<file path="src/rtl/mde_pkg.sv">
// ----------------------------------------------------------------------------
// mde_pkg
// Types, opcode and funct codes, and control encodings for the MIPS32
// decode/execute unit.
// ----------------------------------------------------------------------------
`default_nettype none

package mde_pkg;

  typedef struct packed {
    logic [31:0] instr_word;
    logic [31:0] pc;
    logic [31:0] rs_value;
    logic [31:0] rt_value;
    logic [31:0] rd_old_value;
  } mde_in_t;

  typedef struct packed {
    logic [31:0] exec_value;
    logic [4:0]  dest_reg;
    logic        reg_write;
    logic        mem_read;
    logic        mem_write;
    logic        branch_taken;
    logic [31:0] next_pc;
    logic        illegal_op;
  } mde_out_t;

  // Primary opcodes
  localparam logic [5:0] OP_SPECIAL = 6'h00;
  localparam logic [5:0] OP_REGIMM  = 6'h01;
  localparam logic [5:0] OP_J       = 6'h02;
  localparam logic [5:0] OP_JAL     = 6'h03;
  localparam logic [5:0] OP_BEQ     = 6'h04;
  localparam logic [5:0] OP_BNE     = 6'h05;
  localparam logic [5:0] OP_BLEZ    = 6'h06;
  localparam logic [5:0] OP_BGTZ    = 6'h07;
  localparam logic [5:0] OP_ADDI    = 6'h08;
  localparam logic [5:0] OP_ADDIU   = 6'h09;
  localparam logic [5:0] OP_SLTI    = 6'h0A;
  localparam logic [5:0] OP_SLTIU   = 6'h0B;
  localparam logic [5:0] OP_ANDI    = 6'h0C;
  localparam logic [5:0] OP_ORI     = 6'h0D;
  localparam logic [5:0] OP_XORI    = 6'h0E;
  localparam logic [5:0] OP_LW      = 6'h23;
  localparam logic [5:0] OP_SW      = 6'h2B;

  // SPECIAL funct codes
  localparam logic [5:0] FN_SLL  = 6'h00;
  localparam logic [5:0] FN_SRL  = 6'h02;
  localparam logic [5:0] FN_JR   = 6'h08;
  localparam logic [5:0] FN_MOVZ = 6'h0A;
  localparam logic [5:0] FN_MOVN = 6'h0B;
  localparam logic [5:0] FN_ADDU = 6'h21;
  localparam logic [5:0] FN_SUB  = 6'h22;
  localparam logic [5:0] FN_SUBU = 6'h23;
  localparam logic [5:0] FN_AND  = 6'h24;
  localparam logic [5:0] FN_OR   = 6'h25;
  localparam logic [5:0] FN_XOR  = 6'h26;
  localparam logic [5:0] FN_NOR  = 6'h27;
  localparam logic [5:0] FN_SLT  = 6'h2A;
  localparam logic [5:0] FN_SLTU = 6'h2B;

  // REGIMM rt code
  localparam logic [4:0] RT_BLTZ = 5'h00;

  localparam logic [4:0] REG_RA = 5'd31;

  typedef enum logic [3:0] {
    ALU_NONE,
    ALU_ADD,
    ALU_SUB,
    ALU_AND,
    ALU_OR,
    ALU_XOR,
    ALU_NOR,
    ALU_SLL,
    ALU_SRL,
    ALU_SLT,
    ALU_SLTU,
    ALU_MOVZ,
    ALU_MOVN,
    ALU_LINK
  } alu_op_t;

  typedef enum logic [1:0] {
    OPB_RT,
    OPB_SEXT,
    OPB_ZEXT
  } opb_sel_t;

  typedef enum logic [1:0] {
    DEST_NONE,
    DEST_RD,
    DEST_RT,
    DEST_RA
  } dest_sel_t;

  typedef enum logic [2:0] {
    BR_NONE,
    BR_EQ,
    BR_NE,
    BR_LEZ,
    BR_LTZ,
    BR_GTZ,
    BR_JUMP,
    BR_REG
  } br_kind_t;

  typedef struct packed {
    alu_op_t   alu_op;
    opb_sel_t  opb_sel;
    dest_sel_t dest_sel;
    br_kind_t  br_kind;
    logic      reg_write;
    logic      mem_read;
    logic      mem_write;
    logic      illegal;
  } mde_ctrl_t;

endpackage

`default_nettype wire

</file>
<file path="src/rtl/mips_decode_execute_unit.sv">
// ----------------------------------------------------------------------------
// mips_decode_execute_unit
// MIPS32 integer decode/execute: ALU, destination, memory flags, branch
// decision and next PC for one instruction word per cycle.
//
//   channel | signals                       | word
//   --------+-------------------------------+-----------
//   in      | in_valid, in_ready, in_data   | mde_in_t
//   out     | out_valid, out_ready, out_data| mde_out_t
//
// One word per cycle sustained while out is not stalled.
// Latency is set by the input register and the result register around the
// decode/execute logic.
// Reset clears both valid bits; payload registers are not reset.
// A stall on out holds the result; in keeps accepting while the input
// register can drain into the result register.
// ----------------------------------------------------------------------------
`default_nettype none

module mips_decode_execute_unit (
  input  wire logic              clk,
  input  wire logic              rst,
  input  wire logic              in_valid,
  output logic                   in_ready,
  input  wire mde_pkg::mde_in_t  in_data,
  output logic                   out_valid,
  input  wire logic              out_ready,
  output mde_pkg::mde_out_t      out_data
);
  import mde_pkg::*;

  logic      stage_valid;
  mde_in_t   stage_data;
  mde_ctrl_t ctrl;
  mde_out_t  result;
  logic      out_free;

  assign out_free = !out_valid || out_ready;
  assign in_ready = !stage_valid || out_free;

  mde_decode u_decode (
    .instr_word (stage_data.instr_word),
    .ctrl       (ctrl)
  );

  mde_execute u_execute (
    .in_word (stage_data),
    .ctrl    (ctrl),
    .result  (result)
  );

  always_ff @(posedge clk) begin
    if (rst) begin
      stage_valid <= 1'b0;
      out_valid   <= 1'b0;
    end else begin
      if (in_ready) begin
        stage_valid <= in_valid;
      end
      if (out_free) begin
        out_valid <= stage_valid;
      end
    end
  end

  always_ff @(posedge clk) begin
    if (in_valid && in_ready) begin
      stage_data <= in_data;
    end
    if (stage_valid && out_free) begin
      out_data <= result;
    end
  end

endmodule

`default_nettype wire

</file>
<file path="src/rtl/mde_decode.sv">
// ----------------------------------------------------------------------------
// mde_decode
// Turn an instruction word into the control bundle for the execute logic.
// ----------------------------------------------------------------------------
`default_nettype none

module mde_decode (
  input  wire logic [31:0]       instr_word,
  output mde_pkg::mde_ctrl_t     ctrl
);
  import mde_pkg::*;

  logic [5:0] op;
  logic [5:0] fn;
  logic [4:0] rt;

  assign op = instr_word[31:26];
  assign fn = instr_word[5:0];
  assign rt = instr_word[20:16];

  always_comb begin
    ctrl           = '0;
    ctrl.alu_op    = ALU_NONE;
    ctrl.opb_sel   = OPB_RT;
    ctrl.dest_sel  = DEST_NONE;
    ctrl.br_kind   = BR_NONE;
    case (op)
      OP_SPECIAL: begin
        ctrl.dest_sel  = DEST_RD;
        ctrl.reg_write = 1'b1;
        case (fn)
          FN_SLL:  ctrl.alu_op = ALU_SLL;
          FN_SRL:  ctrl.alu_op = ALU_SRL;
          FN_JR: begin
            ctrl.dest_sel  = DEST_NONE;
            ctrl.reg_write = 1'b0;
            ctrl.br_kind   = BR_REG;
          end
          FN_MOVZ: ctrl.alu_op = ALU_MOVZ;
          FN_MOVN: ctrl.alu_op = ALU_MOVN;
          FN_ADDU: ctrl.alu_op = ALU_ADD;
          FN_SUB, FN_SUBU: ctrl.alu_op = ALU_SUB;
          FN_AND:  ctrl.alu_op = ALU_AND;
          FN_OR:   ctrl.alu_op = ALU_OR;
          FN_XOR:  ctrl.alu_op = ALU_XOR;
          FN_NOR:  ctrl.alu_op = ALU_NOR;
          FN_SLT:  ctrl.alu_op = ALU_SLT;
          FN_SLTU: ctrl.alu_op = ALU_SLTU;
          default: begin
            ctrl.dest_sel  = DEST_NONE;
            ctrl.reg_write = 1'b0;
            ctrl.illegal   = 1'b1;
          end
        endcase
      end
      OP_J: ctrl.br_kind = BR_JUMP;
      OP_JAL: begin
        ctrl.br_kind   = BR_JUMP;
        ctrl.alu_op    = ALU_LINK;
        ctrl.dest_sel  = DEST_RA;
        ctrl.reg_write = 1'b1;
      end
      OP_REGIMM: begin
        if (rt == RT_BLTZ) begin
          ctrl.br_kind = BR_LTZ;
        end else begin
          ctrl.illegal = 1'b1;
        end
      end
      OP_BEQ:  ctrl.br_kind = BR_EQ;
      OP_BNE:  ctrl.br_kind = BR_NE;
      OP_BLEZ: ctrl.br_kind = BR_LEZ;
      OP_BGTZ: ctrl.br_kind = BR_GTZ;
      OP_ADDI, OP_ADDIU, OP_LW, OP_SW: begin
        ctrl.alu_op    = ALU_ADD;
        ctrl.opb_sel   = OPB_SEXT;
        ctrl.dest_sel  = DEST_RT;
        ctrl.reg_write = (op != OP_SW);
        ctrl.mem_read  = (op == OP_LW);
        ctrl.mem_write = (op == OP_SW);
      end
      OP_SLTI, OP_SLTIU: begin
        ctrl.alu_op    = (op == OP_SLTI) ? ALU_SLT : ALU_SLTU;
        ctrl.opb_sel   = OPB_SEXT;
        ctrl.dest_sel  = DEST_RT;
        ctrl.reg_write = 1'b1;
      end
      OP_ANDI, OP_ORI, OP_XORI: begin
        ctrl.alu_op    = (op == OP_ANDI) ? ALU_AND : ((op == OP_ORI) ? ALU_OR : ALU_XOR);
        ctrl.opb_sel   = OPB_ZEXT;
        ctrl.dest_sel  = DEST_RT;
        ctrl.reg_write = 1'b1;
      end
      default: ctrl.illegal = 1'b1;
    endcase
  end

endmodule

`default_nettype wire

</file>
<file path="src/rtl/mde_execute.sv">
// ----------------------------------------------------------------------------
// mde_execute
// ALU, destination select and branch/jump resolution for one decoded word.
// ----------------------------------------------------------------------------
`default_nettype none

module mde_execute (
  input  wire mde_pkg::mde_in_t   in_word,
  input  wire mde_pkg::mde_ctrl_t ctrl,
  output mde_pkg::mde_out_t       result
);
  import mde_pkg::*;

  logic [31:0] a;
  logic [31:0] b;
  logic [31:0] opb;
  logic [31:0] simm;
  logic [31:0] zimm;
  logic [31:0] seq_pc;
  logic [4:0]  shamt;
  logic        cond;
  logic [31:0] alu_out;
  logic [4:0]  dest;
  logic [31:0] npc;

  assign a      = in_word.rs_value;
  assign b      = in_word.rt_value;
  assign shamt  = in_word.instr_word[10:6];
  assign simm   = {{16{in_word.instr_word[15]}}, in_word.instr_word[15:0]};
  assign zimm   = {16'h0000, in_word.instr_word[15:0]};
  assign seq_pc = in_word.pc + 32'd1;

  always_comb begin
    case (ctrl.opb_sel)
      OPB_SEXT: opb = simm;
      OPB_ZEXT: opb = zimm;
      default:  opb = b;
    endcase
  end

  always_comb begin
    case (ctrl.alu_op)
      ALU_ADD:  alu_out = a + opb;
      ALU_SUB:  alu_out = a - opb;
      ALU_AND:  alu_out = a & opb;
      ALU_OR:   alu_out = a | opb;
      ALU_XOR:  alu_out = a ^ opb;
      ALU_NOR:  alu_out = ~(a | opb);
      ALU_SLL:  alu_out = b << shamt;
      ALU_SRL:  alu_out = b >> shamt;
      ALU_SLT:  alu_out = {31'd0, $signed(a) < $signed(opb)};
      ALU_SLTU: alu_out = {31'd0, a < opb};
      ALU_MOVZ: alu_out = (b == 32'd0) ? a : in_word.rd_old_value;
      ALU_MOVN: alu_out = (b != 32'd0) ? a : in_word.rd_old_value;
      ALU_LINK: alu_out = in_word.pc + 32'd2;
      default:  alu_out = '0;
    endcase
  end

  always_comb begin
    case (ctrl.dest_sel)
      DEST_RD: dest = in_word.instr_word[15:11];
      DEST_RT: dest = in_word.instr_word[20:16];
      DEST_RA: dest = REG_RA;
      default: dest = '0;
    endcase
  end

  always_comb begin
    case (ctrl.br_kind)
      BR_EQ:   cond = (a == b);
      BR_NE:   cond = (a != b);
      BR_LEZ:  cond = (a == 32'd0) || a[31];
      BR_LTZ:  cond = a[31];
      BR_GTZ:  cond = (a != 32'd0) && !a[31];
      BR_JUMP: cond = 1'b1;
      BR_REG:  cond = 1'b1;
      default: cond = 1'b0;
    endcase
  end

  always_comb begin
    npc = seq_pc;
    if (cond) begin
      case (ctrl.br_kind)
        BR_JUMP: npc = {seq_pc[31:28], 2'b00, in_word.instr_word[25:0]};
        BR_REG:  npc = a;
        default: npc = seq_pc + simm;
      endcase
    end
  end

  assign result = {alu_out, dest, ctrl.reg_write, ctrl.mem_read, ctrl.mem_write,
                   cond, npc, ctrl.illegal};

endmodule

`default_nettype wire

</file>
<file path="config.mk">
export PLATFORM = sky130hd
export DESIGN_NAME = mips_decode_execute_unit
export DESIGN_NICKNAME = d
export VERILOG_FILES = /design/src/rtl/mde_pkg.sv /design/src/rtl/mips_decode_execute_unit.sv /design/src/rtl/mde_decode.sv /design/src/rtl/mde_execute.sv
export SDC_FILE = /design/constraint.sdc
export NUM_CORES = 1
export LEC_CHECK = 0
export ABC_AREA = 0
export BUFFER_PORTS_ARGS = -buffer_cell sky130_fd_sc_hd__clkbuf_2
export CORE_MARGIN = 4
export CORE_UTILIZATION = 44
export DETAILED_ROUTE_END_ITERATION = 10
export PLACE_DENSITY = 0.61
export SLEW_MARGIN = 40
export SYNTH_ARGS = -nofsm -noshare
export SYNTH_HDL_FRONTEND = slang
export SYNTH_SLANG_ARGS = --single-unit
</file>
<file path="constraint.sdc">
create_clock -name clk -period 11.9 [get_ports clk]
set_input_delay 0.595 -clock clk [delete_from_list [all_inputs] [get_ports clk]]
set_output_delay 0.595 -clock clk [all_outputs]
set_load 0.02 [all_outputs]
</file>
==> impl_metrics.tcl <==
set metrics [dict create \
    numCtsBuffers 27 \
    grt_util_met2 0.529 \
    fin_skew_ps 28.2 \
    totalPowerFinal_uw 2730 \
    crit_fanout 29 \
    startpoint_type "register" \
    maxCapViolCount 0 \
    ys_ff_latch 236 \
    vias 20500 \
    synth_top_family_by_area "compound AO/OA/AOI/OAI gates" \
    post-route-min-period_ps 6010 \
    layout-drive-gt1-share 0.175 \
    r2r_slack_ps 5890 \
    max_slew.worst_pin.slew_ps 944 \
    dieArea_um2 51600 \
    slew_violations 0 \
    clk_pin_slew_worst_paths_ps 70 \
    crit_end "out_data[70]" \
    required_ps 12210 \
    cts-resized-gates 0 \
    core_um2 47600 \
    met3_usage 0.0753 \
    num-nets-final 2778 \
    synth_compound_area_frac 0.227 \
    synth_fp_nets 2634 \
    comb_power_share 0.289 \
    power_density_nw_per_um2 115 \
    io_pins 240 \
    area_growth_pct 12.1 \
    setup_tns_ps 0 \
    grt_pass1_wl_um 132000 \
    setup_violations 0 \
    grt-ovfl-total 0 \
    avgSynthCellArea_um2 9.07 \
    synth-adder-area-share 0.0833 \
    synthArstFlopShare 0 \
    worst_setup_path_end_kind "register" \
    grt_max_degree 61 \
    critPathKind "reg -> reg" \
    start_util 0.444 \
    ys_seq_area_frac 0.334 \
    vias_per_cell 6.59 \
    synth_cells 2331 \
    min_path_type "in -> reg" \
    synth.distinct_cells 93 \
    finalHoldViolCount 0 \
    die_w_um 227 \
    clockBufferDepth 3 \
    r2r_start "stage_data[155]" \
    relSlewSlack 0.364 \
    timing.fmax_mhz 166 \
    share_seq_of_total_power 0.389 \
    leakage_uw 0.00949 \
    drt.antenna.violating_nets 0 \
    layout_common_cells "clkbuf_2, edfxtp_1, nor2_1" \
    antenna_found_initial 5 \
    rows 80 \
    clock_sinks 236 \
    mostFrequentLayoutCell "clkbuf_2" \
    r2r-end "out_data[70]" \
    ir_drop_mv 0.105 \
    switchingPower_uw 956 \
    period_share 0.505 \
    synth_edf_count 234 \
    synthXorXnorAreaFrac 0.0634 \
    diodes 0 \
    r2r_cells 22 \
    synthSimpleGateAreaFrac 0.155 \
    routedWlPerCell_um 29.8 \
    post-cts-setup-buffer-count 0 \
    crit_path_start "stage_data[155]" \
    grt_pass1_vias 19200 \
    fp.dieH_um 227 \
    status "complete, no violations" \
    gp_congestion 1.03 \
    clockPowerShare 0.322 \
    drtPass1Iterations 7 \
    drtIter0Drc 2549 \
    grt-busiest-layer "met2" \
    cp_data_arrival_time_ps 6320 \
    htree_levels 1 \
    hold_buffers 0 \
    cts_root_buffer "clkbuf_16" \
    synth_area_um2 21100 \
    synth.area.mux_share 0.0799 \
    switching_share 0.350 \
    grt_use_total 0.345 \
    worstSkewPairLatency_ps 590 \
    rsz0062_at_grt "false" \
    port_buffers 239 \
    synth_flop_cell "edfxtp_1" \
    drc 0 \
    yosys_warnings 0 \
    p_int_uw 1770 \
    cts_tree "built" \
    wl_um 92700 \
    dp_hpwl_um 70500 \
    use_met1 0.488 \
]
## Yosys cell counts (34+ instances only)
master | instances | area share
mux4_2 | 35 | 0.037
edfxtp_1 | 234 | 0.33
a21oi_1 | 172 | 0.041
xnor2_1 | 80 | 0.033
a221oi_1 | 54 | 0.022
nor4_1 | 46 | 0.014
mux2i_1 | 62 | 0.029
clkbuf_1 | 112 | 0.020
a22oi_1 | 34 | 0.012
o22ai_1 | 35 | 0.010
ha_1 | 136 | 0.080
buf_2 | 34 | 0.0080
nand4_1 | 34 | 0.010
nand3_1 | 41 | 0.0097
nand2_1 | 165 | 0.029
xor2_1 | 73 | 0.030
nor2_1 | 229 | 0.041
nor3_1 | 47 | 0.011
inv_1 | 129 | 0.023
o21ai_0 | 92 | 0.022
## state kept, by name (all words and copies together) (netlist names)
name	count
stage_data	160
out_data	74
out_valid	1
stage_valid	1
## worst min-delay path by stage
stage,cells after the start,slack (ps),endpoint,from
floorplan,2,480,out_valid,stage_valid
global placement,2,500,out_valid,stage_valid
detailed placement,2,510,out_valid,stage_valid
CTS,1,150,stage_data[78],in_data[78]
global route,1,160,stage_data[78],in_data[78]
finish,1,170,stage_data[78],in_data[78]
## logic make-up after synthesis
group / after synthesis
buffers and inverters: 304
AO/OA/AOI/OAI: 695
AND/OR/NAND/NOR: 683
flip-flops: 236
multiplexers: 121
adder cells (fa/ha/maj): 139
XOR/XNOR: 153
## power groups by stage
stage / clock (uW) / sequential (uW) / combinational, uW
2_1_floorplan: 0 / 1050 / 517
3_5_place_dp: 0 / 1070 / 763
4_1_cts: 893 / 1060 / 768
6_report: 880 / 1060 / 788
3_3_place_gp: 0 / 1070 / 761
5_1_grt: 930 / 1060 / 846
## metal layers
metal	routed length, um	share of wire
met1	39600	0.43
met2	40600	0.44
met5	35	0.00038
met3	8900	0.096
met4	3620	0.039
## final cells by class
| class | count | area (um^2) |
|---|---|---|
| fillers | 4556 | 23900 |
| multi-input cells | 1791 | 12900 |
| flip-flops and latches | 236 | 7070 |
| repair buffers | 286 | 1550 |
| well taps | 615 | 769 |
| clock buffers | 30 | 687 |
| inverters | 133 | 499 |
| clock inverters | 20 | 231 |
## critical path: stages, from the launching register on
cell	delay, ps
edfxtp_1	580
inv_1	140
nor2_1	220
a21oi_1	100
nor3_1	280
ha_1	300
buf_4	240
nor2_1	150
buf_4	230
a22o_1	210
ha_1	190
inv_1	60
fa_1	450
nor2b_1	170
o21ai_0	240
a21boi_0	130
o21ai_0	340
a21oi_1	210
a31o_2	290
a311oi_2	580
o21ai_0	340
mux2i_1	210
nand3_1	90
## metrics by stage
stage                     instance area, um^2  std cells  setup WS, ps  utilization  hold slack (ps)
after floorplan                         21100       2331          6810            -              478
after global placement                  22800       3059          5730        0.478              501
after detailed placement                22800       3060          6020        0.478              510
after CTS                               23700       3110          5990        0.497              154
after global routing                    23700       3111          5520        0.498              157
final                                   23700       3111          5890        0.498              172
No activity file was read; power rests on OpenSTA's default activity.
